[src/page_table_mapper_defines.svh]
// ----------------------------------------------------------------------------
// page_table_mapper_defines.svh
// Assertion macros shared by the page table mapper RTL.
// ----------------------------------------------------------------------------
`ifndef PAGE_TABLE_MAPPER_DEFINES_SVH
`define PAGE_TABLE_MAPPER_DEFINES_SVH

// Same-cycle implication, sampled on i_clk and off during reset.
`define PTM_ASSERT_NOW(lbl, ante, cons, msg) \
    lbl: assert property (@(posedge i_clk) disable iff (!i_rst_n) \
        (ante) |-> (cons)) else $error(msg);

// Next-cycle implication, sampled on i_clk and off during reset.
`define PTM_ASSERT_NEXT(lbl, ante, cons, msg) \
    lbl: assert property (@(posedge i_clk) disable iff (!i_rst_n) \
        (ante) |=> (cons)) else $error(msg);

`endif

[src/ptm_pkg.sv]
// ----------------------------------------------------------------------------
// ptm_pkg
// Types and constants shared by the page table mapper modules.
// ----------------------------------------------------------------------------
package ptm_pkg;

    localparam int PN_W      = 36;
    localparam int WORD_W    = 64;
    localparam int ENTRY_W   = 9;
    localparam int PAGE_SH   = 12;
    localparam logic [1:0] DESC_TABLE = 2'b11;

    typedef enum logic [1:0] {
        OP_MAP   = 2'd0,
        OP_ALLOC = 2'd1,
        OP_READ  = 2'd2,
        OP_NOP   = 2'd3
    } t_opcode;

    typedef enum logic [1:0] {
        ST_OK       = 2'd0,
        ST_NO_SPACE = 2'd1,
        ST_BAD_PAGE = 2'd2
    } t_status;

    typedef enum logic [1:0] {
        AS_WALK  = 2'd0,
        AS_CLEAR = 2'd1,
        AS_LEAF  = 2'd2,
        AS_READ  = 2'd3
    } t_asel;

    typedef enum logic [1:0] {
        WS_ZERO = 2'd0,
        WS_LINK = 2'd1,
        WS_LEAF = 2'd2
    } t_wsel;

    typedef enum logic [3:0] {
        S_IDLE,
        S_DECODE,
        S_WALK_RD,
        S_WALK_CHK,
        S_CLEAR,
        S_LINK,
        S_LEAF,
        S_READ_RD,
        S_READ_WAIT,
        S_DONE
    } t_ctrl_state;

    typedef struct packed {
        logic    load;
        logic    cur_from_root;
        logic    cur_from_entry;
        logic    cur_from_new;
        logic    lvl_inc;
        logic    grab;
        logic    clr_step;
        logic    mem_rd;
        logic    mem_wr;
        t_asel   asel;
        t_wsel   wsel;
        logic    word_alloc;
        logic    word_leaf;
        logic    word_read;
        logic    set_status;
        t_status status_code;
    } t_dp_cmd;

    typedef struct packed {
        t_opcode op;
        logic    root_ok;
        logic    entry_ok;
        logic    entry_valid;
        logic    full;
        logic    clr_last;
        logic    last_lvl;
    } t_dp_sts;

endpackage

[src/ptm_ctrl.sv]
// ----------------------------------------------------------------------------
// ptm_ctrl
// Sequencer for map, allocate and read operations of the page table mapper.
// ----------------------------------------------------------------------------
module ptm_ctrl (
    input  logic              i_clk,
    input  logic              i_rst_n,
    input  logic              i_start,
    input  ptm_pkg::t_dp_sts  i_sts,
    output ptm_pkg::t_dp_cmd  o_cmd,
    output logic              o_busy,
    output logic              o_done
);

    import ptm_pkg::*;

    t_ctrl_state r_state;
    t_ctrl_state n_state;

    always_ff @(posedge i_clk) begin
        if (!i_rst_n) begin
            r_state <= S_IDLE;
        end else begin
            r_state <= n_state;
        end
    end

    always_comb begin
        n_state = r_state;
        unique case (r_state) inside
            S_IDLE, S_DONE: begin
                n_state = i_start ? S_DECODE : S_IDLE;
            end
            S_DECODE: begin
                unique case (i_sts.op)
                    OP_MAP:   n_state = i_sts.root_ok ? S_WALK_RD : S_DONE;
                    OP_ALLOC: n_state = i_sts.full ? S_DONE : S_CLEAR;
                    OP_READ:  n_state = i_sts.root_ok ? S_READ_RD : S_DONE;
                    default:  n_state = S_DONE;
                endcase
            end
            S_WALK_RD: n_state = S_WALK_CHK;
            S_WALK_CHK: begin
                if (i_sts.entry_valid) begin
                    if (!i_sts.entry_ok) begin
                        n_state = S_DONE;
                    end else begin
                        n_state = i_sts.last_lvl ? S_LEAF : S_WALK_RD;
                    end
                end else begin
                    n_state = i_sts.full ? S_DONE : S_CLEAR;
                end
            end
            S_CLEAR: begin
                if (i_sts.clr_last) begin
                    n_state = (i_sts.op == OP_MAP) ? S_LINK : S_DONE;
                end
            end
            S_LINK:      n_state = i_sts.last_lvl ? S_LEAF : S_WALK_RD;
            S_LEAF:      n_state = S_DONE;
            S_READ_RD:   n_state = S_READ_WAIT;
            S_READ_WAIT: n_state = S_DONE;
            default:     n_state = S_IDLE;
        endcase
    end

    always_comb begin
        o_cmd.load           = 1'b0;
        o_cmd.cur_from_root  = 1'b0;
        o_cmd.cur_from_entry = 1'b0;
        o_cmd.cur_from_new   = 1'b0;
        o_cmd.lvl_inc        = 1'b0;
        o_cmd.grab           = 1'b0;
        o_cmd.clr_step       = 1'b0;
        o_cmd.mem_rd         = 1'b0;
        o_cmd.mem_wr         = 1'b0;
        o_cmd.asel           = AS_WALK;
        o_cmd.wsel           = WS_ZERO;
        o_cmd.word_alloc     = 1'b0;
        o_cmd.word_leaf      = 1'b0;
        o_cmd.word_read      = 1'b0;
        o_cmd.set_status     = 1'b0;
        o_cmd.status_code    = ST_OK;
        o_busy               = 1'b1;
        o_done               = 1'b0;
        unique case (r_state)
            S_IDLE: begin
                o_busy     = 1'b0;
                o_cmd.load = i_start;
            end
            S_DONE: begin
                o_busy     = 1'b0;
                o_done     = 1'b1;
                o_cmd.load = i_start;
            end
            S_DECODE: begin
                unique case (i_sts.op) inside
                    OP_MAP, OP_READ: begin
                        if (i_sts.root_ok) begin
                            o_cmd.cur_from_root = 1'b1;
                        end else begin
                            o_cmd.set_status  = 1'b1;
                            o_cmd.status_code = ST_BAD_PAGE;
                        end
                    end
                    OP_ALLOC: begin
                        if (i_sts.full) begin
                            o_cmd.set_status  = 1'b1;
                            o_cmd.status_code = ST_NO_SPACE;
                        end else begin
                            o_cmd.grab = 1'b1;
                        end
                    end
                    default: ;
                endcase
            end
            S_WALK_RD: begin
                o_cmd.mem_rd = 1'b1;
                o_cmd.asel   = AS_WALK;
            end
            S_WALK_CHK: begin
                if (i_sts.entry_valid) begin
                    if (i_sts.entry_ok) begin
                        o_cmd.cur_from_entry = 1'b1;
                        o_cmd.lvl_inc        = 1'b1;
                    end else begin
                        o_cmd.set_status  = 1'b1;
                        o_cmd.status_code = ST_BAD_PAGE;
                    end
                end else if (i_sts.full) begin
                    o_cmd.set_status  = 1'b1;
                    o_cmd.status_code = ST_NO_SPACE;
                end else begin
                    o_cmd.grab = 1'b1;
                end
            end
            S_CLEAR: begin
                o_cmd.mem_wr     = 1'b1;
                o_cmd.asel       = AS_CLEAR;
                o_cmd.wsel       = WS_ZERO;
                o_cmd.clr_step   = 1'b1;
                o_cmd.word_alloc = i_sts.clr_last && (i_sts.op == OP_ALLOC);
            end
            S_LINK: begin
                o_cmd.mem_wr       = 1'b1;
                o_cmd.asel         = AS_WALK;
                o_cmd.wsel         = WS_LINK;
                o_cmd.cur_from_new = 1'b1;
                o_cmd.lvl_inc      = 1'b1;
            end
            S_LEAF: begin
                o_cmd.mem_wr    = 1'b1;
                o_cmd.asel      = AS_LEAF;
                o_cmd.wsel      = WS_LEAF;
                o_cmd.word_leaf = 1'b1;
            end
            S_READ_RD: begin
                o_cmd.mem_rd = 1'b1;
                o_cmd.asel   = AS_READ;
            end
            S_READ_WAIT: begin
                o_cmd.word_read = 1'b1;
            end
            default: ;
        endcase
    end

endmodule

[config.mk]
export PLATFORM = sky130hd
export DESIGN_NAME = ptm_ctrl
export DESIGN_NICKNAME = d
export VERILOG_FILES = /design/src/page_table_mapper_defines.svh /design/src/ptm_pkg.sv /design/src/ptm_ctrl.sv
export SDC_FILE = /design/constraint.sdc
export NUM_CORES = 1
export LEC_CHECK = 0
export BUFFER_PORTS_ARGS = -buffer_cell sky130_fd_sc_hd__buf_2
export CAP_MARGIN = 10
export CORE_AREA = 5 5 42 44
export CTS_BUF_LIST = sky130_fd_sc_hd__clkbuf_8 sky130_fd_sc_hd__clkbuf_16
export DETAILED_ROUTE_END_ITERATION = 12
export DIE_AREA = 0 0 47 49
export GPL_TIMING_DRIVEN = 0
export HOLD_SLACK_MARGIN = 0.06
export PLACE_DENSITY = 0.77
export SLEW_MARGIN = 20
export SYNTH_ARGS = -nofsm -noshare
export SYNTH_HDL_FRONTEND = slang
export SYNTH_SLANG_ARGS = --single-unit
[constraint.sdc]
create_clock -name i_clk -period 4.35 [get_ports i_clk]
set_input_delay 0.6525 -clock i_clk [delete_from_list [all_inputs] [get_ports i_clk]]
set_output_delay 0.6525 -clock i_clk [all_outputs]
set_load 0.03 [all_outputs]
==> reports/results.ini <==
[routing]
routed_wl_mm=1.61
num_vias=721
drt_iter0_drc=10
wl_per_cell_um=12.4
detail-route-antenna-nets=0
drcViolationCount=0
vias_per_cell=5.55
drtPass1Iterations=4

[pwr]
switching_share=0.456
power_density_nw_per_um2=414
pwr-share-comb=0.595
internal_power_uw=174
vdd_ir_drop_max_mv=0.174
p_seq_frac=0.159
switching_power_uw=146
leakage_nw=0.389
clkPwrFrac=0.246

[cts]
clk_latency_ps=220
numCtsBuffers=3
cts_tree=yes
cts_root_buf=clkbuf_8
htree_levels=1
cts_buffer_depth=2
cts_hold_buffers=0
cts.clk_slew.worst_paths_ps=30
cts_repair_resize_count=0
cts_sinks=4
cts_setup_buffers=0

[critical_path]
r2r_end=r_state[2]
cpLargestDelayFamily=simple AND/OR/NAND/NOR gates
crit_top_cell=buf_2
worstSetupEndpointType=primary output
rr_startpoint=r_state[2]
cp_num_buf_inv=2
cp.depth=6
crit_arrival_ps=1740
rrSetupSlack_ps=2860
ff2ff_path_depth=5
crit_chain=buf_2, nor2_1, nand3_1, or3b_1, o31ai_1, buf_2
crit_path_start=r_state[3]
cp_data_required_time_ps=3700
cp-endpoint=o_cmd[1]
path_class=reg2out
crit_fanout=10
start_kind=flip-flop
cpPeakStageDelay_ps=430
cpMaxStageDelayCell=or3b_1

[placement]
place_congestion=0.888
dp.cells=127
hpwl_mm=1.27
postPlaceCellArea_sq_um=731
port_buffers=31
dp_slack_ps=2180

[finish]
layout-drive-gt1-share=0.377
top_register=r_state
nets=127
diodes=0
fill_cells=146
postLayoutCoreUtil=0.551
top_regs=r_state (4)
largest_reg_flops=4
finalInstanceArea_sq_um=772
final_common_cell=buf_2
synthToLayoutAreaGrowth_pct=39.0
mostFrequentLayoutCells=33 x buf_2, 12 x nor2_1, 8 x nand2b_1
final_cells=130

[grt]
track_usage=0.149
grt_pass1_wl_mm=2.62
antenna_found_initial=0
grt_pass1_vias=655
gr-total-overflow=0
grt_max_degree=11

[worst_hold_path]
holdCritPathClass=reg2reg
hold_path_startpoint=r_state[0]

[floorplanning]
num_rows=14
start_util=0.396
pin_count=32
core_sq_um=1400
die_w_um=47
die_y_um=49
fp.dieArea_sq_um=2300

[logic_synthesis]
yosysUniqueCellTypes=34
synth_area_sq_um=556
ys_ff_latch=4
synthesis.nets=91
ys_warn_count=0
syn_inst=80
yosysSeqAreaShare=0.144
avgSynthCellArea_sq_um=6.94

[timing]
min_period_ps=2400
fmax_mhz=417
fin_crit_sh=0.551
relSlewSlack=0.726
fin_worst_skew_ps=2.21
timing.final.max_slew_violations=0
setup_viol=0
tns_ps=0
tightest_slew_ps=412
rsz0062_at_grt=no
hold_violations=0
fin_ws_ps=1950

[flow_run]
maxCapViolations=0

[outcome]
outcome=completed

## metal layers
metal	vias to the layer above	global-route usage	part of all wire
met5	-	0	0
met4	0	0.0691	0.013
met3	2	0.0185	0.084
met2	40	0.244	0.48
met1	322	0.184	0.43
li1	357	-	-
## kinds of logic after synthesis
kind of cell,after synthesis,synth area share
compound gates,19,0.230
flops,4,0.144
mux,2,0.0360
simple gates,43,0.453
buf+inv,10,0.106
xor+xnor,2,0.0315
## power by group through the flow
stage	registers (mW)	clock network [mW]	logic, mW
global route	0.0525	0.0853	0.204
finish	0.0508	0.0785	0.190
detailed placement	0.0513	0	0.188
global placement	0.0512	0	0.186
floorplan	0.0497	0	0.145
CTS	0.0508	0.0796	0.189
## worst reg2reg max path, delay by kind of cell (launching register included)
kind                   cells  cell delay, ps
AOI/OAI and AO/OA          2             290
buffers and inverters      1             160
DFF                        1             280
and+or+nand+nor            2             700
## area by class of cell
class / instances / area [sq um] / share of cell area
Multi-Input combinational cell: 66 / 417 / 0.540
Timing Repair Buffer: 31 / 155 / 0.201
Sequential cell: 4 / 80.1 / 0.104
Buffer: 7 / 47.5 / 0.0616
Clock buffer: 3 / 41.3 / 0.0535
Tap cell: 16 / 20.0 / 0.0259
Inverter: 3 / 11.3 / 0.0146
## synth_stat cells (all sizes together)
library cell | n | area share
a21oi | 4 | 0.036
a221oi | 1 | 0.016
a22o | 1 | 0.016
a41oi | 1 | 0.016
and2 | 1 | 0.011
and3 | 3 | 0.034
buf | 6 | 0.079
clkbuf | 1 | 0.0068
dfxtp | 4 | 0.14
inv | 3 | 0.020
mux2i | 2 | 0.036
nand2 | 2 | 0.014
nand2b | 8 | 0.090
nand3 | 1 | 0.0090
nand3b | 1 | 0.014
nand4b | 1 | 0.016
nor2 | 13 | 0.10
nor2b | 3 | 0.034
nor3 | 4 | 0.036
nor3b | 4 | 0.054
o211ai | 1 | 0.014
o21ai | 4 | 0.036
o21ba | 1 | 0.018
o22a | 1 | 0.016
o22ai | 3 | 0.034
o31a | 1 | 0.016
o31ai | 1 | 0.014
or3b | 1 | 0.016
or4b | 1 | 0.025
xnor2 | 1 | 0.016
xor2 | 1 | 0.016
## worst min path at each step
stage	to	slack (ps)	cells past startpoint
global route	r_state[2]	700	2
CTS	r_state[1]	690	4
floorplan	r_state[1]	650	4
finish	r_state[1]	680	4
global placement	r_state[1]	680	4
detailed placement	r_state[1]	680	4
## through the flow
stage / hold slack, ps / total power [mW]
3_5_place_dp: 681 / 0.239
2_1_floorplan: 648 / 0.195
6_report: 684 / 0.319
3_3_place_gp: 678 / 0.237
5_1_grt: 701 / 0.342
4_1_cts: 687 / 0.320
No activity file was read; power rests on OpenSTA's default activity.
